## config.mk

```make
export PLATFORM = sky130hd
export DESIGN_NAME = sample_packet_receiver_top
export DESIGN_NICKNAME = d
export VERILOG_FILES = /design/src/design/spr_pkg.sv /design/src/design/spr_unpack.sv /design/src/design/sample_packet_receiver_top.sv
export SDC_FILE = /design/constraint.sdc
export NUM_CORES = 1
export LEC_CHECK = 0
export BUFFER_PORTS_ARGS = -buffer_cell sky130_fd_sc_hd__buf_2
export CORE_MARGIN = 2
export CORE_UTILIZATION = 55
export DETAILED_ROUTE_END_ITERATION = 6
export PLACE_DENSITY = 0.81
export SLEW_MARGIN = 20
export SYNTH_ARGS = -nofsm -noshare
export SYNTH_HDL_FRONTEND = slang
export SYNTH_SLANG_ARGS = --single-unit
```

## constraint.sdc

```tcl
create_clock -name clk_i -period 11 [get_ports clk_i]
set_clock_uncertainty 0.05 [all_clocks]
set_input_delay 2.2 -clock clk_i [delete_from_list [all_inputs] [get_ports clk_i]]
set_output_delay 2.2 -clock clk_i [all_outputs]
set_load 0.02 [all_outputs]
```

## src/design/spr_pkg.sv

```systemverilog
// types and constants shared by the sample packet receiver
`timescale 1ns / 1ps
`default_nettype none
package spr_pkg;

  typedef enum logic [2:0] {
    PS_IDLE,
    PS_SELECT,
    PS_READ,
    PS_FOLD,
    PS_UNPACK
  } parse_state_e;

  typedef enum logic [1:0] {
    UN_IDLE,
    UN_HDR,
    UN_REC,
    UN_PUSH
  } unpack_state_e;

  typedef enum logic [1:0] {
    EV_SAMPLE,
    EV_ALIVE,
    EV_TIMEOUT
  } event_e;

  localparam logic [7:0] CHAR_D = 8'h44;
  localparam logic [7:0] CHAR_P = 8'h50;
  localparam logic [7:0] CHAR_A = 8'h41;

  localparam logic REG_TIMEOUT = 1'b0;
  localparam logic REG_SEED    = 1'b1;

  localparam logic [15:0] TIMEOUT_RESET = 16'd250;
  localparam logic [15:0] SEED_RESET    = 16'h4450;

  localparam int unsigned SAMPLES_PER_PACKET = 8;
  localparam int unsigned BUFFER_ENTRIES     = 256;

  localparam logic [2:0] HDR_BYTES = 3'd6;
  localparam logic [2:0] REC_BYTES = 3'd7;

  typedef struct packed {
    event_e      ev;
    logic [15:0] sample_index;
    logic [7:0]  error_code;
    logic [15:0] delta_time;
    logic [15:0] adc_value;
    logic [15:0] dac_value;
    logic [31:0] dut_timestamp;
    logic        checksum_bad;
    logic        buffer_complete;
    logic        last;
  } result_t;

  typedef struct packed {
    logic start;
    logic bad;
  } unpack_ctl_t;

  typedef struct packed {
    logic done;
    logic close;
  } unpack_sts_t;

endpackage
`default_nettype wire

```

## src/design/spr_unpack.sv

```systemverilog
// packet store and the sequencer that unpacks header and sample records
`timescale 1ns / 1ps
`default_nettype none
module spr_unpack #(
  parameter int unsigned PACKET_BYTES = 64
) (
  input  wire                   clk_i,
  input  wire                   rst_ni,
  input  wire                   wr_en_i,
  input  wire  [5:0]            wr_addr_i,
  input  wire  [7:0]            wr_data_i,
  input  spr_pkg::unpack_ctl_t  ctl_i,
  output logic                  rec_valid_o,
  input  wire                   rec_ready_i,
  output spr_pkg::result_t      rec_o,
  output spr_pkg::unpack_sts_t  sts_o
);

  localparam int unsigned AW = $clog2(PACKET_BYTES);

  logic [7:0] mem [PACKET_BYTES];
  logic [7:0] mem_q;

  spr_pkg::unpack_state_e state_q, state_d;
  logic [5:0]  rd_addr_q, rd_addr_d;
  logic [2:0]  iss_cnt_q, iss_cnt_d;
  logic [2:0]  cap_cnt_q, cap_cnt_d;
  logic [2:0]  rec_k_q, rec_k_d;
  logic        rd_vld_q, rd_vld_d;
  logic        rd_zero_q, rd_zero_d;
  logic        bad_q, bad_d;
  logic [16:0] last_end_q, last_end_d;
  logic [47:0] hdr_q, hdr_d;
  logic [55:0] rec_q, rec_d;

  logic [2:0]  glen;
  logic        issue;
  logic        in_range;
  logic        group_done;
  logic [7:0]  cap_byte;
  logic [16:0] end_idx;
  logic        fin;
  logic        complete;

  // store writes while the packet streams in, reads while unpacking
  always_ff @(posedge clk_i) begin
    if (wr_en_i) begin
      mem[wr_addr_i[AW-1:0]] <= wr_data_i;
    end
    if (issue && in_range) begin
      mem_q <= mem[rd_addr_q[AW-1:0]];
    end
  end

  assign glen       = (state_q == spr_pkg::UN_HDR) ? spr_pkg::HDR_BYTES : spr_pkg::REC_BYTES;
  assign issue      = ((state_q == spr_pkg::UN_HDR) || (state_q == spr_pkg::UN_REC)) &&
                      (iss_cnt_q != glen);
  assign in_range   = {1'b0, rd_addr_q} < 7'(PACKET_BYTES);
  assign group_done = rd_vld_q && (cap_cnt_q == glen - 3'd1);
  // bytes past the end of the packet read as zero
  assign cap_byte   = rd_zero_q ? 8'h00 : mem_q;

  assign end_idx  = {1'b0, hdr_q[47:32]} + 17'(spr_pkg::SAMPLES_PER_PACKET);
  assign fin      = rec_k_q == 3'(spr_pkg::SAMPLES_PER_PACKET - 1);
  assign complete = (end_idx == 17'(spr_pkg::BUFFER_ENTRIES)) && (end_idx != last_end_q);

  always_comb begin
    rec_o.ev              = spr_pkg::EV_SAMPLE;
    rec_o.sample_index    = hdr_q[47:32] + {13'b0, rec_k_q};
    rec_o.error_code      = rec_q[55:48];
    rec_o.delta_time      = rec_q[47:32];
    rec_o.adc_value       = rec_q[31:16];
    rec_o.dac_value       = rec_q[15:0];
    rec_o.dut_timestamp   = hdr_q[31:0];
    rec_o.checksum_bad    = bad_q;
    rec_o.buffer_complete = fin && complete;
    rec_o.last            = fin;
  end

  always_comb begin
    state_d    = state_q;
    rd_addr_d  = rd_addr_q;
    iss_cnt_d  = iss_cnt_q;
    cap_cnt_d  = cap_cnt_q;
    rec_k_d    = rec_k_q;
    rd_vld_d   = 1'b0;
    rd_zero_d  = 1'b0;
    bad_d      = bad_q;
    last_end_d = last_end_q;
    hdr_d      = hdr_q;
    rec_d      = rec_q;
    rec_valid_o = 1'b0;
    sts_o      = '0;

    unique case (state_q) inside
      spr_pkg::UN_IDLE: begin
        if (ctl_i.start) begin
          bad_d     = ctl_i.bad;
          rd_addr_d = '0;
          iss_cnt_d = '0;
          cap_cnt_d = '0;
          rec_k_d   = '0;
          state_d   = spr_pkg::UN_HDR;
        end
      end
      spr_pkg::UN_HDR, spr_pkg::UN_REC: begin
        if (issue) begin
          rd_addr_d = rd_addr_q + 6'd1;
          iss_cnt_d = iss_cnt_q + 3'd1;
          rd_vld_d  = 1'b1;
          rd_zero_d = !in_range;
        end
        if (rd_vld_q) begin
          cap_cnt_d = cap_cnt_q + 3'd1;
          if (state_q == spr_pkg::UN_HDR) begin
            hdr_d = {hdr_q[39:0], cap_byte};
          end else begin
            rec_d = {rec_q[47:0], cap_byte};
          end
        end
        if (group_done) begin
          iss_cnt_d = '0;
          cap_cnt_d = '0;
          state_d   = (state_q == spr_pkg::UN_HDR) ? spr_pkg::UN_REC : spr_pkg::UN_PUSH;
        end
      end
      spr_pkg::UN_PUSH: begin
        rec_valid_o = 1'b1;
        if (rec_ready_i) begin
          rec_k_d = rec_k_q + 3'd1;
          if (fin) begin
            last_end_d = end_idx;
            sts_o.done  = 1'b1;
            sts_o.close = complete;
            state_d     = spr_pkg::UN_IDLE;
          end else begin
            state_d = spr_pkg::UN_REC;
          end
        end
      end
      default: begin
        state_d = spr_pkg::UN_IDLE;
      end
    endcase
  end

  always_ff @(posedge clk_i or negedge rst_ni) begin
    if (!rst_ni) begin
      state_q    <= spr_pkg::UN_IDLE;
      rd_addr_q  <= '0;
      iss_cnt_q  <= '0;
      cap_cnt_q  <= '0;
      rec_k_q    <= '0;
      rd_vld_q   <= 1'b0;
      rd_zero_q  <= 1'b0;
      bad_q      <= 1'b0;
      last_end_q <= '0;
    end else begin
      state_q    <= state_d;
      rd_addr_q  <= rd_addr_d;
      iss_cnt_q  <= iss_cnt_d;
      cap_cnt_q  <= cap_cnt_d;
      rec_k_q    <= rec_k_d;
      rd_vld_q   <= rd_vld_d;
      rd_zero_q  <= rd_zero_d;
      bad_q      <= bad_d;
      last_end_q <= last_end_d;
    end
  end

  always_ff @(posedge clk_i) begin
    hdr_q <= hdr_d;
    rec_q <= rec_d;
  end

endmodule
`default_nettype wire

```

## src/design/sample_packet_receiver_top.sv

```systemverilog
// sample packet receiver: sync parser, checksum, tick timeout and result queue
//
//   channel   direction  handshake              payload
//   input     in         in_valid_i/in_stall_o  kind_i, data_byte_i
//   result    out        out_valid_o/out_stall_i event_res_o .. last_o
//   config    in         psel/penable/pwrite    paddr, pwdata, prdata
//
// a byte or tick is taken outside fold and unpack when the two-entry queue has room
// after the last packet byte the input stalls while the parser folds and unpacks:
//   a checksum fold state, then the packet store is read one byte per cycle
//   through its single read port, plus one queue push per sample record
// records wait longer when the result side stalls and the queue is full
// reset clears the parser, counters and queue; the packet store holds no reset
`timescale 1ns / 1ps
`default_nettype none
module sample_packet_receiver_top #(
  parameter int unsigned PACKET_BYTES = 64
) (
  input  wire         clk_i,
  input  wire         rst_ni,
  input  wire         in_valid_i,
  output logic        in_stall_o,
  input  wire         kind_i,
  input  wire  [7:0]  data_byte_i,
  output logic        out_valid_o,
  input  wire         out_stall_i,
  output logic [1:0]  event_res_o,
  output logic [15:0] sample_index_o,
  output logic [7:0]  error_code_o,
  output logic [15:0] delta_time_o,
  output logic [15:0] adc_value_o,
  output logic [15:0] dac_value_o,
  output logic [31:0] dut_timestamp_o,
  output logic        checksum_bad_o,
  output logic        buffer_complete_o,
  output logic        last_o,
  input  wire         psel,
  input  wire         penable,
  input  wire         pwrite,
  input  wire  [2:0]  paddr,
  input  wire  [31:0] pwdata,
  output logic [31:0] prdata,
  output logic        pready
);

  spr_pkg::parse_state_e ps_q, ps_d;
  logic [5:0]  cnt_q, cnt_d;
  logic [23:0] acc_q, acc_d;
  logic        open_q, open_d;
  logic [15:0] tick_q, tick_d;
  logic [15:0] timeout_q;
  logic [15:0] seed_q;

  logic        in_acc;
  logic        cfg_wr;
  logic [15:0] tick_inc;
  logic [15:0] fold_sum;
  logic [23:0] add_val;

  logic             evt_push;
  spr_pkg::result_t evt_res;
  logic             wr_en;
  spr_pkg::unpack_ctl_t ctl;
  spr_pkg::unpack_sts_t sts;
  logic             rec_valid;
  spr_pkg::result_t rec;

  spr_pkg::result_t fifo_q [2];
  logic       wr_ptr_q, rd_ptr_q;
  logic [1:0] count_q;
  logic       full;
  logic       push;
  logic       pop;
  spr_pkg::result_t push_data;
  spr_pkg::result_t head;

  // configuration port
  assign pready = 1'b1;
  assign cfg_wr = psel && penable && pwrite;
  assign prdata = (paddr[2] == spr_pkg::REG_SEED) ? {16'b0, seed_q} : {16'b0, timeout_q};

  always_ff @(posedge clk_i or negedge rst_ni) begin
    if (!rst_ni) begin
      timeout_q <= spr_pkg::TIMEOUT_RESET;
      seed_q    <= spr_pkg::SEED_RESET;
    end else if (cfg_wr) begin
      if (paddr[2] == spr_pkg::REG_SEED) begin
        seed_q <= pwdata[15:0];
      end else begin
        timeout_q <= pwdata[15:0];
      end
    end
  end

  assign full       = count_q == 2'd2;
  assign in_stall_o = (ps_q == spr_pkg::PS_FOLD) || (ps_q == spr_pkg::PS_UNPACK) || full;
  assign in_acc     = in_valid_i && !in_stall_o;

  assign tick_inc = (tick_q == 16'hFFFF) ? tick_q : tick_q + 16'd1;
  // end-around carry folds only bits 19..16 back in
  assign fold_sum = acc_q[15:0] + {12'b0, acc_q[19:16]};
  assign add_val  = cnt_q[0] ? {16'b0, data_byte_i} : {8'b0, data_byte_i, 8'b0};

  always_comb begin
    ps_d     = ps_q;
    cnt_d    = cnt_q;
    acc_d    = acc_q;
    open_d   = open_q;
    tick_d   = tick_q;
    evt_push = 1'b0;
    evt_res  = '0;
    evt_res.last = 1'b1;
    wr_en    = 1'b0;
    ctl      = '0;

    if (in_acc) begin
      if (kind_i) begin
        if (open_q) begin
          tick_d = tick_inc;
          if (tick_inc > timeout_q) begin
            open_d     = 1'b0;
            ps_d       = spr_pkg::PS_IDLE;
            cnt_d      = '0;
            evt_push   = 1'b1;
            evt_res.ev = spr_pkg::EV_TIMEOUT;
          end
        end
      end else begin
        unique case (ps_q)
          spr_pkg::PS_SELECT: begin
            if (data_byte_i == spr_pkg::CHAR_P) begin
              open_d = 1'b1;
              tick_d = '0;
              acc_d  = {8'b0, seed_q};
              cnt_d  = '0;
              ps_d   = spr_pkg::PS_READ;
            end else if (data_byte_i == spr_pkg::CHAR_A) begin
              open_d     = 1'b0;
              ps_d       = spr_pkg::PS_IDLE;
              evt_push   = 1'b1;
              evt_res.ev = spr_pkg::EV_ALIVE;
            end else if (data_byte_i != spr_pkg::CHAR_D) begin
              ps_d = spr_pkg::PS_IDLE;
            end
          end
          spr_pkg::PS_READ: begin
            acc_d = acc_q + add_val;
            wr_en = 1'b1;
            if (cnt_q == 6'(PACKET_BYTES - 1)) begin
              cnt_d = '0;
              ps_d  = spr_pkg::PS_FOLD;
            end else begin
              cnt_d = cnt_q + 6'd1;
            end
          end
          default: begin
            cnt_d = '0;
            ps_d  = (data_byte_i == spr_pkg::CHAR_D) ? spr_pkg::PS_SELECT : spr_pkg::PS_IDLE;
          end
        endcase
      end
    end

    if (ps_q == spr_pkg::PS_FOLD) begin
      ctl.start = 1'b1;
      ctl.bad   = fold_sum != 16'hFFFF;
      ps_d      = spr_pkg::PS_UNPACK;
    end
    if ((ps_q == spr_pkg::PS_UNPACK) && sts.done) begin
      ps_d = spr_pkg::PS_IDLE;
      if (sts.close) begin
        open_d = 1'b0;
      end
    end
  end

  always_ff @(posedge clk_i or negedge rst_ni) begin
    if (!rst_ni) begin
      ps_q   <= spr_pkg::PS_IDLE;
      cnt_q  <= '0;
      acc_q  <= '0;
      open_q <= 1'b0;
      tick_q <= '0;
    end else begin
      ps_q   <= ps_d;
      cnt_q  <= cnt_d;
      acc_q  <= acc_d;
      open_q <= open_d;
      tick_q <= tick_d;
    end
  end

  spr_unpack #(
    .PACKET_BYTES (PACKET_BYTES)
  ) u_unpack (
    .clk_i       (clk_i),
    .rst_ni      (rst_ni),
    .wr_en_i     (wr_en),
    .wr_addr_i   (cnt_q),
    .wr_data_i   (data_byte_i),
    .ctl_i       (ctl),
    .rec_valid_o (rec_valid),
    .rec_ready_i (!full),
    .rec_o       (rec),
    .sts_o       (sts)
  );

  // two-entry result queue decouples record bursts from the result side
  assign push      = evt_push || (rec_valid && !full);
  assign push_data = evt_push ? evt_res : rec;
  assign pop       = out_valid_o && !out_stall_i;
  assign head      = fifo_q[rd_ptr_q];

  always_ff @(posedge clk_i) begin
    if (push) begin
      fifo_q[wr_ptr_q] <= push_data;
    end
  end

  always_ff @(posedge clk_i or negedge rst_ni) begin
    if (!rst_ni) begin
      wr_ptr_q <= 1'b0;
      rd_ptr_q <= 1'b0;
      count_q  <= '0;
    end else begin
      if (push) begin
        wr_ptr_q <= !wr_ptr_q;
      end
      if (pop) begin
        rd_ptr_q <= !rd_ptr_q;
      end
      count_q <= count_q + {1'b0, push} - {1'b0, pop};
    end
  end

  assign out_valid_o       = count_q != 2'd0;
  assign event_res_o       = head.ev;
  assign sample_index_o    = head.sample_index;
  assign error_code_o      = head.error_code;
  assign delta_time_o      = head.delta_time;
  assign adc_value_o       = head.adc_value;
  assign dac_value_o       = head.dac_value;
  assign dut_timestamp_o   = head.dut_timestamp;
  assign checksum_bad_o    = head.checksum_bad;
  assign buffer_complete_o = head.buffer_complete;
  assign last_o            = head.last;

endmodule
`default_nettype wire

```

==> run summary, run 1 <==
=====================================================================================
Bufs on Longest Clock Path .............................................            3
Final worst path period need ...........................................      6160 ps
Aggregate global-route resource usage ..................................        0.237
Quantity of I/O buffers inserted on ports ..............................          159
Power Dens Cells .......................................................   233 nW/µm²
Post-route worst setup slack ...........................................      4840 ps
Residual overflow from global routing ..................................            0
Depth of the most critical reg-to-reg path .............................           16
Via count of the first global-routing pass .............................        22.1k
Total Neg Setup Slack ..................................................         0 ps
Start of the worst register-to-register path ........................... tick_q[0]$_DFFE_PN0P_
Final Slew Violations ..................................................            0
Startpoint types .......................................................         flop
Routed Wire Length .....................................................    88,900 µm
Area growth, synth to finish ...........................................        11.3%
Number of H-tree branching levels ......................................            3
Total core area ........................................................   72,600 µm²
Placed standard-cell area ..............................................   41,800 µm²
Critical Path Sink Type ................................................         flop
Routability Congestion .................................................        0.873
Relative slew slack ....................................................        0.294
Number of iterations in the first detailed-routing pass ................            7
Number of vias after detailed routing ..................................        21.9k
Startpoint of the worst hold path ...................................... u_unpack.rec_q[12]$_DFFE_PP_
Critical path data required time .......................................    11,240 ps
Worst hold path endpoint ............................................... u_unpack.rec_q[20]$_DFFE_PP_
Run status .............................................................    completed
Drt via density ........................................................         6.17
Reg2Reg Capture Point .................................................. fifo_q[1][10]$_DFFE_PP_
Starting density of the core ...........................................        0.554
Lkg Pwr ................................................................      15.4 nW
Layout filler cell count ...............................................        4,940
Clock-pin slew of the registers on the worst-case setup and hold paths .        60 ps
Final net count ........................................................        2,619
TritonCTS clock tree ...................................................          yes
Die height .............................................................       274 µm
Count of flip-flops with a built-in enable after synthesis .............          842
Cells after Synth ......................................................        2,353
Number of DRC markers after the initial detailed-route iteration .......        2,339
Fraction of the core area covered by cells at the end of the flow ......        0.616
Setup slack at placement ...............................................      4480 ps
Top fanout value on the critical path ..................................           65
Min-Delay Path Depth ...................................................            0
Post-synthesis average cell area .......................................     17.1 µm²
Global-route wire length before repair .................................   134,000 µm
Overall power consumption ..............................................      10.4 mW
Final period utilization ...............................................        0.560
Multi-input logic area .................................................   11,200 µm²
Final setup violation count ............................................            0
Proportion of synthesized flip-flops having asynchronous set or reset ..        0.123
Pin count of the biggest net entering global routing ...................           92
DR DRC count ...........................................................            0
Worst min-delay path category .......................................... flop to flop
Post-CTS setup buffers .................................................            0
Final hold violation count .............................................            0
Total of hold buffers inserted after clock tree synthesis ..............            0
Number of cells upsized or downsized after cts .........................            0
Antenna violations before repair .......................................            1
Synth Warn # ...........................................................            0
Cell at the root of the clock tree ..................................... sky130_fd_sc_hd__clkbuf_16
Share of cells above drive strength 1 ..................................        0.257
Prevailing post-synth register cell .................................... sky130_fd_sc_hd__edfxtp_1
Clk_lat worst skew .....................................................       670 ps
Achievable Freq ........................................................      162 MHz
FF-to-FF setup slack ...................................................      4840 ps
Number of synthesized register bits ....................................          960
Sequential fraction of the synthesis area ..............................        0.703
Routed wirelength normalized by instance count .........................      25.1 µm
VDD IR max .............................................................     0.166 mV
RSZ-0062 raised after global routing ...................................        false
Worst setup path class ................................................. flop to flop
Number of rows created at floorplan ....................................           99
FF+latch area ..........................................................   28,300 µm²
TritonCTS buffer count .................................................           94
DRT antenna net count ..................................................            0
Count of unique library cells instantiated by Yosys ....................           77
Max cap viols ..........................................................            0
Die boundary width .....................................................       274 µm
Post-synth design cell area ............................................   40,200 µm²
Ports ..................................................................          195
Post-route standard cell area excluding fillers ........................   44,700 µm²
DP Wirelength ..........................................................    54,100 µm
Floorplan die area .....................................................   75,200 µm²
Clock sink count .......................................................          960
Least-Margin Pin Slew ..................................................      1060 ps
Worst EP arrival .......................................................      6400 ps
=====================================================================================
-- layout by cell type, fill, tap and decap left out, types with 10 or more instances in the layout --
cell / n
sky130_fd_sc_hd__nand2b_1: 11
sky130_fd_sc_hd__clkinv_2: 16
sky130_fd_sc_hd__dfstp_2: 10
sky130_fd_sc_hd__inv_1: 34
sky130_fd_sc_hd__mux4_2: 168
sky130_fd_sc_hd__nand2_1: 100
sky130_fd_sc_hd__o21ai_0: 41
sky130_fd_sc_hd__clkbuf_1: 20
sky130_fd_sc_hd__clkbuf_16: 94
sky130_fd_sc_hd__a21o_1: 12
sky130_fd_sc_hd__edfxtp_1: 842
sky130_fd_sc_hd__a21oi_1: 46
sky130_fd_sc_hd__o21ai_1: 25
sky130_fd_sc_hd__mux2_2: 152
sky130_fd_sc_hd__and3_1: 15
sky130_fd_sc_hd__xnor2_1: 36
sky130_fd_sc_hd__ha_1: 54
sky130_fd_sc_hd__xor2_1: 36
sky130_fd_sc_hd__and2_1: 110
sky130_fd_sc_hd__buf_2: 158
sky130_fd_sc_hd__conb_1: 17
sky130_fd_sc_hd__nor2b_1: 24
sky130_fd_sc_hd__nor3_1: 14
sky130_fd_sc_hd__buf_4: 26
sky130_fd_sc_hd__nand3_1: 39
sky130_fd_sc_hd__clkinv_1: 20
sky130_fd_sc_hd__nand4_1: 21
sky130_fd_sc_hd__dfrtp_1: 104
sky130_fd_sc_hd__a31oi_1: 12
sky130_fd_sc_hd__nor2_1: 158
-- flip-flops by register name, indices dropped and copies added (netlist names), 2 cells and up --
| register | count |
|---|---|
| cnt_q | 6 |
| u_unpack.last_end_q | 17 |
| acc_q | 20 |
| u_unpack.iss_cnt_q | 3 |
| seed_q | 16 |
| count_q | 2 |
| u_unpack.rd_addr_q | 6 |
| tick_q | 16 |
| timeout_q | 16 |
| u_unpack.rec_k_q | 3 |
| u_unpack.hdr_q | 48 |
| fifo_q | 218 |
| u_unpack.mem_q | 8 |
| u_unpack.cap_cnt_q | 3 |
| u_unpack.mem | 512 |
| u_unpack.rec_q | 56 |
| ps_q | 3 |
| u_unpack.state_q | 2 |
-- kinds of logic (layout without fill, tap and decap cells) --
group / Yosys count / in the layout / synth area share
xor gates and xnor gates: 72 / 72 / 0.0157
and+or+nand+nor: 546 / 546 / 0.0698
buffers and inverters: 172 / 386 / 0.0197
adders and majority gates: 57 / 57 / 0.0183
other: 2 / 18 / 0.000187
muxes: 326 / 326 / 0.138
AOI/OAI and AO/OA: 218 / 218 / 0.0350
DFF: 960 / 960 / 0.703
-- worst max-delay path, cell delays in order (launching register included) --
cell and delay, ps:
sky130_fd_sc_hd__dfrtp_1 420, sky130_fd_sc_hd__ha_1 230, sky130_fd_sc_hd__and2_1 310, sky130_fd_sc_hd__nand4_1 160
sky130_fd_sc_hd__nor3_1 620, sky130_fd_sc_hd__nor2_1 200, sky130_fd_sc_hd__xor2_1 210, sky130_fd_sc_hd__ha_1 320
sky130_fd_sc_hd__nand4_1 130, sky130_fd_sc_hd__or3_1 370, sky130_fd_sc_hd__a21oi_1 110, sky130_fd_sc_hd__or4_1 330
sky130_fd_sc_hd__a21o_1 540, sky130_fd_sc_hd__a21oi_2 180, sky130_fd_sc_hd__nor2b_4 240, sky130_fd_sc_hd__buf_4 700
sky130_fd_sc_hd__buf_4 630
-- layer usage --
metal  GRT usage  wire (µm)  up-vias
met2       0.404      45400     1040
met5           0          0        -
li1            -          -     9418
met3      0.0379       6470      182
met1       0.313      34100    11200
met4      0.0815       2930        0
-- worst max path at each step --
stage / slack [ps] / depth (start not counted) / end / from
floorplan: 2150 / 19 / fifo_q[1][0]$_DFFE_PP_ / tick_q[0]$_DFFE_PN0P_
global placement: 4590 / 10 / fifo_q[1][4]$_DFFE_PP_ / data_byte_i[2]
detailed placement: 4480 / 10 / fifo_q[1][4]$_DFFE_PP_ / data_byte_i[2]
CTS: 4840 / 16 / fifo_q[1][44]$_DFFE_PP_ / tick_q[0]$_DFFE_PN0P_
global route: 4420 / 16 / fifo_q[1][44]$_DFFE_PP_ / tick_q[0]$_DFFE_PN0P_
finish: 4840 / 16 / fifo_q[1][10]$_DFFE_PP_ / tick_q[0]$_DFFE_PN0P_
-- final cells by class --
type / count / area share
Clock buffer: 115 / 0.0546
Timing Repair Buffer: 185 / 0.0227
Antenna cell: 1 / 0.0000559
Clock inverter: 52 / 0.0101
Multi-Input combinational cell: 1236 / 0.251
Tap cell: 959 / 0.0268
Sequential cell: 960 / 0.632
Inverter: 34 / 0.00285
-- cells in the mapped netlist (all sizes together), types with 4 or more instances --
library cell / count / share of area
and2: 112 / 0.017
and4: 8 / 0.0017
nand4: 21 / 0.0033
nand3: 40 / 0.0050
nor3: 14 / 0.0017
clkbuf: 85 / 0.0079
o21a: 6 / 0.0011
a21o: 12 / 0.0022
edfxtp: 842 / 0.63
nor2: 160 / 0.015
o22ai: 4 / 0.00062
xnor2: 36 / 0.0078
nor2b: 25 / 0.0039
mux2: 153 / 0.043
o211ai: 7 / 0.0013
a211o: 5 / 0.0011
nand2: 100 / 0.0093
a2111oi: 5 / 0.0012
and3: 15 / 0.0023
or2: 5 / 0.00078
xor2: 36 / 0.0078
a22o: 7 / 0.0015
a22oi: 4 / 0.00075
mux4: 168 / 0.094
inv: 34 / 0.0032
a211oi: 7 / 0.0013
nand3b: 8 / 0.0015
nor4b: 6 / 0.0020
or3: 5 / 0.00078
o21ai: 66 / 0.0082
dfstp: 10 / 0.0065
ha: 54 / 0.017
o2111ai: 6 / 0.0013
dfrtp: 108 / 0.067
mux2i: 5 / 0.0012
a311oi: 4 / 0.00087
o31ai: 6 / 0.0011
a21oi: 48 / 0.0061
buf: 53 / 0.0086
nand2b: 11 / 0.0017
a31oi: 12 / 0.0019
-- metrics by stage --
step           hold slack, ps  instances
6_report                  381       3542
4_1_cts                   378       3540
5_1_grt                   397       3541
3_5_place_dp              374       3373
2_1_floorplan             367       2368
3_3_place_gp              375       3373
-- power breakdown --
part / leakage, nW / internal (mW) / total (mW) / switching [mW]
Clock: 1.40 / 1.68 / 3.05 / 1.36
Combinational: 4.88 / 1.18 / 2.67 / 1.50
Sequential: 9.12 / 4.39 / 4.72 / 0.329
Note: power is estimated with default switching activity, not from simulation.
==> inputs of run 2 (changes only) <==
--- a/config.mk
+++ b/config.mk
@@ -9,7 +9,7 @@
 export CORE_MARGIN = 2
 export CORE_UTILIZATION = 55
 export DETAILED_ROUTE_END_ITERATION = 6
-export PLACE_DENSITY = 0.81
+export PLACE_DENSITY = 0.83
 export SLEW_MARGIN = 20
 export SYNTH_ARGS = -nofsm -noshare
 export SYNTH_HDL_FRONTEND = slang
==> constraint.sdc (replaced) <==
create_clock -name clk_i -period 5.2 [get_ports clk_i]
set_clock_uncertainty 0.05 [all_clocks]
set_input_delay 1.04 -clock clk_i [delete_from_list [all_inputs] [get_ports clk_i]]
set_output_delay 1.04 -clock clk_i [all_outputs]
set_load 0.02 [all_outputs]
==> run 2 against run 1 <==
The flow now finishes with violations (DRC); clock power is 120% higher; sequential power up 110%; utilization up 0.35 points; count of clock-buffer cells in the layout up 15; highest routed layer is now met5; sequential share of layout area down 0.36 points; total power rose by 110%; largest power group unchanged.
==> run summary, run 2 (synthesis gave the netlist of run 1 again) <==
=====================================================================================
Drt via density ........................................................         6.21   +0.57%
Critical Path Sink Type ................................................         flop
Number of iterations in the first detailed-routing pass ................            7   unchanged
Final worst path period need ...........................................      4720 ps   -1440 ps
Least-Margin Pin Slew ..................................................      1180 ps   +120 ps
Lkg Pwr ................................................................      15.5 nW   +0.88%
DR DRC count ...........................................................            2   +2
Quantity of I/O buffers inserted on ports ..............................          159   unchanged
Routed Wire Length .....................................................    91,500 µm   +3.0%
Clk_lat worst skew .....................................................       650 ps   -20 ps
Worst EP arrival .......................................................      4950 ps   -1450 ps
Overall power consumption ..............................................      22.4 mW   +110%
Worst min-delay path category .......................................... flop to flop
Fraction of the core area covered by cells at the end of the flow ......        0.620   +0.00352
Bufs on Longest Clock Path .............................................            3   unchanged
Post-CTS setup buffers .................................................            0   unchanged
Final hold violation count .............................................            0   unchanged
Final net count ........................................................        2,629   +0.38%
TritonCTS buffer count .................................................           92   -2.1%
Power Dens Cells .......................................................   498 nW/µm²   +110%
Ports ..................................................................          195   unchanged
Starting density of the core ...........................................        0.554   unchanged
Number of H-tree branching levels ......................................            3   unchanged
Failing checks .........................................................          DRC
Uppermost signal routing layer after detailed routing ..................         met5
Placed insts ...........................................................        3,386   +0.39%
TritonCTS clock tree ...................................................          yes
Worst setup path class ................................................. flop to flop
Via count of the first global-routing pass .............................        22.4k   +1.5%
Pin count of the biggest net entering global routing ...................          110   +20%
Reg2Reg Capture Point .................................................. fifo_q[1][79]$_DFFE_PP_
DRT antenna net count ..................................................            0   unchanged
Number of vias after detailed routing ..................................        22.0k   +0.82%
Commonest cells after routing, fill and taps aside ..................... sky130_fd_sc_hd__edfxtp_1 (842), sky130_fd_sc_hd__mux4_2 (168), sky130_fd_sc_hd__nor2_1 (158), sky130_fd_sc_hd__buf_2 (158), sky130_fd_sc_hd__mux2_2 (152)
Die height .............................................................       274 µm   unchanged
Routability Congestion .................................................        0.877   +0.40%
Critical path data required time .......................................      5430 ps   -5810 ps
RSZ-0062 raised after global routing ...................................        false
Startpoint types .......................................................         flop
Final period utilization ...............................................        0.907   +0.347
Relative slew slack ....................................................        0.214   -0.0801
Max cap viols ..........................................................            0   unchanged
Number of standard cells in the layout, taps in and fillers out ........        3,551   +0.25%
Start of the worst register-to-register path ........................... tick_q[0]$_DFFE_PN0P_
Number of rows created at floorplan ....................................           99   unchanged
Global-route wire length before repair .................................   138,000 µm   +2.5%
Max reg flops ..........................................................          512   unchanged
Total core area ........................................................   72,600 µm²   unchanged
Number of cells upsized or downsized after cts .........................            0   unchanged
Depth of the most critical reg-to-reg path .............................           16   unchanged
Floorplan die area .....................................................   75,200 µm²   unchanged
Total of hold buffers inserted after clock tree synthesis ..............            0   unchanged
Final Slew Violations ..................................................            0   unchanged
Met3 routed wirelength .................................................      6780 µm   +4.9%
Routed wirelength normalized by instance count .........................      25.8 µm   +2.7%
Achievable Freq ........................................................      212 MHz   +31%
Clock-pin slew of the registers on the worst-case setup and hold paths .        60 ps   about the same
Residual overflow from global routing ..................................            0   unchanged
Die boundary width .....................................................       274 µm   unchanged
Clock sink count .......................................................          960   unchanged
Aggregate global-route resource usage ..................................        0.244   +0.00692
Run status ............................................................. finished, violations left
Setup crit start ....................................................... tick_q[0]$_DFFE_PN0P_
Most common cell after layout, fill and taps aside ..................... sky130_fd_sc_hd__edfxtp_1
DP Wirelength ..........................................................    54,700 µm   +1.1%
Routed length on met1 ..................................................    34,500 µm   +1.3%
Share of cells above drive strength 1 ..................................        0.260   +0.00297
Top fanout value on the critical path ..................................          109   +68%
VDD IR max .............................................................     0.425 mV   +160%
Met2 WL post-DR ........................................................    47,400 µm   +4.4%
Antenna violations before repair .......................................            7   +6
FF-to-FF setup slack ...................................................       480 ps   -4360 ps
Area growth, synth to finish ...........................................        12.0%
Cell at the root of the clock tree ..................................... sky130_fd_sc_hd__clkbuf_16
Final setup violation count ............................................            0   unchanged
Number of DRC markers after the initial detailed-route iteration .......        2,341   +0.086%
End point of the critical path ......................................... fifo_q[1][79]$_DFFE_PP_
=====================================================================================
## run 2: cell types whose count changed in the layout (fill, tap and decap cells not counted), moves of 3 or more
cell                         before  now
sky130_fd_sc_hd__clkbuf_8         1    6
sky130_fd_sc_hd__bufinv_16        4    7
sky130_fd_sc_hd__buf_4           26   32
sky130_fd_sc_hd__clkinvlp_4       4    1
sky130_fd_sc_hd__buf_12           0    7
sky130_fd_sc_hd__clkinv_1        20   13
sky130_fd_sc_hd__clkbuf_1        20   29
sky130_fd_sc_hd__clkinv_2        16    8
## run 2: how the worst min path moves through the flow
stage | from | end | slack (ps) | cells after the start
after CTS | u_unpack.rec_q[31]$_DFFE_PP_ | u_unpack.rec_q[39]$_DFFE_PP_ | 390 | 0
after detailed placement | u_unpack.rec_q[31]$_DFFE_PP_ | u_unpack.rec_q[39]$_DFFE_PP_ | 380 | 0
final | u_unpack.rec_q[31]$_DFFE_PP_ | u_unpack.rec_q[39]$_DFFE_PP_ | 390 | 0
after global routing | u_unpack.hdr_q[7]$_DFFE_PP_ | u_unpack.hdr_q[15]$_DFFE_PP_ | 400 | 0
after global placement | u_unpack.rec_q[20]$_DFFE_PP_ | u_unpack.rec_q[28]$_DFFE_PP_ | 370 | 0
after floorplan | u_unpack.hdr_q[2]$_DFFE_PP_ | u_unpack.hdr_q[10]$_DFFE_PP_ | 370 | 0
## run 2: per-stage QoR
step,setup WS [ps],hold slack [ps],area (µm²),setup TNS [ps]
floorplan,-116,367,40300,-22770
global placement,602,373,42000,0
detailed placement,569,377,42000,0
CTS,559,390,45000,0
global route,244,403,45000,0
finish,482,389,45000,0
## run 2: cell type report
class / instances / area [µm²]
Clock buffer: 130 / 2570
Fill cell: 4855 / 27600
Clock inverter: 34 / 404
Multi-Input combinational cell: 1236 / 11300
Antenna cell: 1 / 2.50
Inverter: 34 / 128
Tap cell: 959 / 1200
Sequential cell: 960 / 28300
Timing Repair Buffer: 197 / 1170
## run 2: per-layer routing
layer,GRT usage,up-vias
met5,0,-
met4,0.0837,4
met2,0.419,1080
met1,0.318,11300
met3,0.0407,208
li1,-,9438
## run 2: critical path: stages, from the launching register on
cell and delay, ps:
sky130_fd_sc_hd__dfrtp_1 410, sky130_fd_sc_hd__ha_2 230, sky130_fd_sc_hd__and2_1 280, sky130_fd_sc_hd__nand4_1 150, sky130_fd_sc_hd__or3_1 480, sky130_fd_sc_hd__and2_4 240
sky130_fd_sc_hd__nand2_4 60, sky130_fd_sc_hd__xnor2_1 80, sky130_fd_sc_hd__ha_1 330, sky130_fd_sc_hd__nand4_1 150, sky130_fd_sc_hd__or3_1 380, sky130_fd_sc_hd__a21oi_1 130
sky130_fd_sc_hd__or4_1 330, sky130_fd_sc_hd__a21o_1 230, sky130_fd_sc_hd__a21oi_4 70, sky130_fd_sc_hd__nor2b_4 160, sky130_fd_sc_hd__buf_12 450
## run 2: power breakdown
part,total (mW),internal (mW),switching [mW]
logic,5.73,2.53,3.20
registers,10.0,9.29,0.746
clock network,6.64,3.80,2.84
total,22.4,15.6,6.79
==> inputs of run 3 (changes only) <==
--- a/config.mk
+++ b/config.mk
@@ -6,7 +6,6 @@
 export NUM_CORES = 1
 export LEC_CHECK = 0
 export BUFFER_PORTS_ARGS = -buffer_cell sky130_fd_sc_hd__buf_2
-export CORE_MARGIN = 2
 export CORE_UTILIZATION = 55
 export DETAILED_ROUTE_END_ITERATION = 6
 export PLACE_DENSITY = 0.83
==> constraint.sdc (replaced) <==
create_clock -name clk_i -period 5.2 [get_ports clk_i]
set_clock_uncertainty 0.05 [all_clocks]
set_input_delay 1.04 -clock clk_i [delete_from_list [all_inputs] [get_ports clk_i]]
set_output_delay 1.04 -clock clk_i [all_outputs]
set_load 0.005 [all_outputs]
==> run 3 against run 2 <==
Cell count up 0.65%; critical endpoint is now fifo_q[0][102]$_DFFE_PP_; clock power up 3.8%; die area down 1.5%; largest cell class unchanged; largest power group unchanged; sequential power about the same; global-route usage about the same; critical path depth up 1; count of clock-buffer cells in the layout down 14; via count down 0.20%; worst hold slack worse by 63 ps; register-to-register slack worse by 20 ps; the run now ends clean; highest routed layer unchanged; routed wire length down 1.6%.
==> run summary, run 3 (synthesis gave the netlist of run 1 again) <==
=====================================================================================
TritonCTS buffer count .................................................           94   +2.2%
Power share of the sequential group ....................................        0.447   about the same
Pin count of the biggest net entering global routing ...................           95   -14%
Routability Congestion .................................................        0.847   -3.4%
Bufs on Longest Clock Path .............................................            3   unchanged
Run status .............................................................    completed
Via count of the first global-routing pass .............................        22.4k   -0.25%
Startpoint types .......................................................         flop
Residual overflow from global routing ..................................            0   unchanged
Number of iterations in the first detailed-routing pass ................            6   -1
Total core area ........................................................   71,900 µm²   -1.0%
Clk_lat worst skew .....................................................       660 ps   about the same
Total Neg Setup Slack ..................................................         0 ps   unchanged
Floorplan die area .....................................................   74,100 µm²   -1.5%
Critical Path Sink Type ................................................         flop
Number of rows created at floorplan ....................................           98   -1.0%
Routed wirelength normalized by instance count .........................      25.2 µm   -2.2%
Number of DRC markers after the initial detailed-route iteration .......        2,432   +3.9%
Max cap viols ..........................................................            0   unchanged
Commonest cells after routing, fill and taps aside ..................... sky130_fd_sc_hd__edfxtp_1 (842), sky130_fd_sc_hd__mux4_2 (168), sky130_fd_sc_hd__nor2_1 (158), sky130_fd_sc_hd__buf_2 (158), sky130_fd_sc_hd__mux2_2 (152)
Top fanout value on the critical path ..................................           43   -61%
Switching power share of the total .....................................        0.288   -0.0143
Worst setup path class ................................................. flop to flop
Total of hold buffers inserted after clock tree synthesis ..............            0   unchanged
Most common cell after layout, fill and taps aside ..................... sky130_fd_sc_hd__edfxtp_1
Setup crit start ....................................................... tick_q[0]$_DFFE_PN0P_
VDD IR max .............................................................     0.340 mV   -20%
Global-route wire length before repair .................................   136,000 µm   -1.3%
Final Slew Violations ..................................................            0   unchanged
Routed Wire Length .....................................................    90,000 µm   -1.6%
Worst EP arrival .......................................................      5060 ps   +110 ps
Worst min-delay path category .......................................... input pin to asynchronous set/reset pin
Clock-pin slew of the registers on the worst-case setup and hold paths .        60 ps   about the same
Clock share of power ...................................................        0.310   +0.014
Reg2Reg Capture Point .................................................. fifo_q[0][102]$_DFFE_PP_
Final worst path period need ...........................................      4740 ps   +20.0 ps
Number of cells upsized or downsized after cts .........................            0   unchanged
Starting density of the core ...........................................        0.559   +0.00565
Worst hold slack .......................................................       326 ps   -63.4 ps
FF-to-FF setup slack ...................................................       460 ps   -20 ps
TritonCTS clock tree ...................................................          yes
DRT antenna net count ..................................................            0   unchanged
Portion of total power attributed to combinational logic ...............        0.243   -0.013
Internal power consumption .............................................      15.8 mW   +1.4%
Final net count ........................................................        2,649   +0.76%
Final period utilization ...............................................        0.911   +0.00385
Lkg Pwr ................................................................      15.7 nW   +1.2%
DR DRC count ...........................................................            0   -2
Quantity of I/O buffers inserted on ports ..............................          159   unchanged
Switching pwr ..........................................................      6.42 mW   -5.4%
Cell at the root of the clock tree ..................................... sky130_fd_sc_hd__clkbuf_16
Depth of the most critical reg-to-reg path .............................           17   +1
Drt via density ........................................................         6.16   -0.84%
Relative slew slack ....................................................        0.316   +0.102
Ports ..................................................................          195   unchanged
Fraction of the core area covered by cells at the end of the flow ......        0.631   +0.0113
Number of standard cells in the layout, taps in and fillers out ........        3,574   +0.65%
Aggregate global-route resource usage ..................................        0.244   about the same
Antenna violations before repair .......................................            5   -2
Final hold violation count .............................................            0   unchanged
Die boundary width .....................................................       272 µm   -0.73%
Overall power consumption ..............................................      22.3 mW   -0.68%
Start of the worst register-to-register path ........................... tick_q[0]$_DFFE_PN0P_
Post-CTS setup buffers .................................................            0   unchanged
Clock sink count .......................................................          960   unchanged
Final setup violation count ............................................            0   unchanged
Number of vias after detailed routing ..................................        22.0k   -0.20%
Least-Margin Pin Slew ..................................................      1020 ps   -155 ps
Critical path data required time .......................................      5520 ps   +90 ps
Die height .............................................................       272 µm   -0.73%
Share of cells above drive strength 1 ..................................        0.270   +0.00999
Placed insts ...........................................................        3,395   +0.27%
Max reg flops ..........................................................          512   unchanged
Power Dens Cells .......................................................   491 nW/µm²   -1.5%
Area growth, synth to finish ...........................................        12.8%
Achievable Freq ........................................................      211 MHz   -0.42%
Number of H-tree branching levels ......................................            3   unchanged
RSZ-0062 raised after global routing ...................................        false
DP Wirelength ..........................................................    56,300 µm   +3.0%
=====================================================================================
run 3: metrics by stage:
step	instance area (µm²)	setup WS [ps]
floorplan	40300	-116
global placement	42100	417
detailed placement	42200	251
CTS	45300	476
global route	45300	157
finish	45300	462
run 3: how the worst max path moves through the flow:
stage | slack [ps] | cells after the start | end
after detailed placement | 250 | 8 | u_unpack.mem[31][3]$_DFFE_PP_
after global routing | 160 | 17 | fifo_q[0][102]$_DFFE_PP_
after floorplan | -120 | 19 | fifo_q[1][0]$_DFFE_PP_
after CTS | 480 | 17 | fifo_q[0][102]$_DFFE_PP_
after global placement | 420 | 8 | u_unpack.mem[26][4]$_DFFE_PP_
final | 460 | 17 | fifo_q[0][102]$_DFFE_PP_
run 3: final cells by class:
type | instances | area [µm²]
clock buffer | 116 | 2510
clock inverter | 60 | 671
timing repair buffer | 215 | 1330
tap | 950 | 1190
sequential | 960 | 28300
antenna | 3 | 7.51
multi-input combinational | 1236 | 11200
inverter | 34 | 128
fill | 4732 | 26500
run 3: power by group through the flow:
| stage | registers, mW | logic, mW | clock network [mW] |
|---|---|---|---|
| after floorplan | 9.67 | 3.92 | 0 |
| after global placement | 10.0 | 5.14 | 0 |
| after detailed placement | 10.1 | 5.32 | 0 |
| after CTS | 9.95 | 5.43 | 6.97 |
| after global routing | 10.0 | 5.78 | 7.27 |
| final | 9.96 | 5.41 | 6.89 |
run 3: per-layer routing:
metal	track usage	vias to the layer above	share of wire
li1	-	9498	-
met1	0.312	11200	0.38
met2	0.422	1117	0.51
met3	0.0415	181	0.075
met4	0.0881	4	0.031
met5	0	-	0.00062
run 3: worst max-delay path, stage by stage, from the launching register on:
cell and delay, ps:
sky130_fd_sc_hd__dfrtp_1 410, sky130_fd_sc_hd__ha_2 230, sky130_fd_sc_hd__and2_1 280, sky130_fd_sc_hd__nand4_1 140, sky130_fd_sc_hd__or3_1 470, sky130_fd_sc_hd__and2_4 230
sky130_fd_sc_hd__nand3_1 100, sky130_fd_sc_hd__xnor2_1 150, sky130_fd_sc_hd__ha_1 280, sky130_fd_sc_hd__a21o_1 160, sky130_fd_sc_hd__nand3_1 90, sky130_fd_sc_hd__a211oi_1 70
sky130_fd_sc_hd__or4_1 700, sky130_fd_sc_hd__a21o_1 290, sky130_fd_sc_hd__a21oi_4 250, sky130_fd_sc_hd__nor2_4 110, sky130_fd_sc_hd__buf_12 210, sky130_fd_sc_hd__buf_4 220
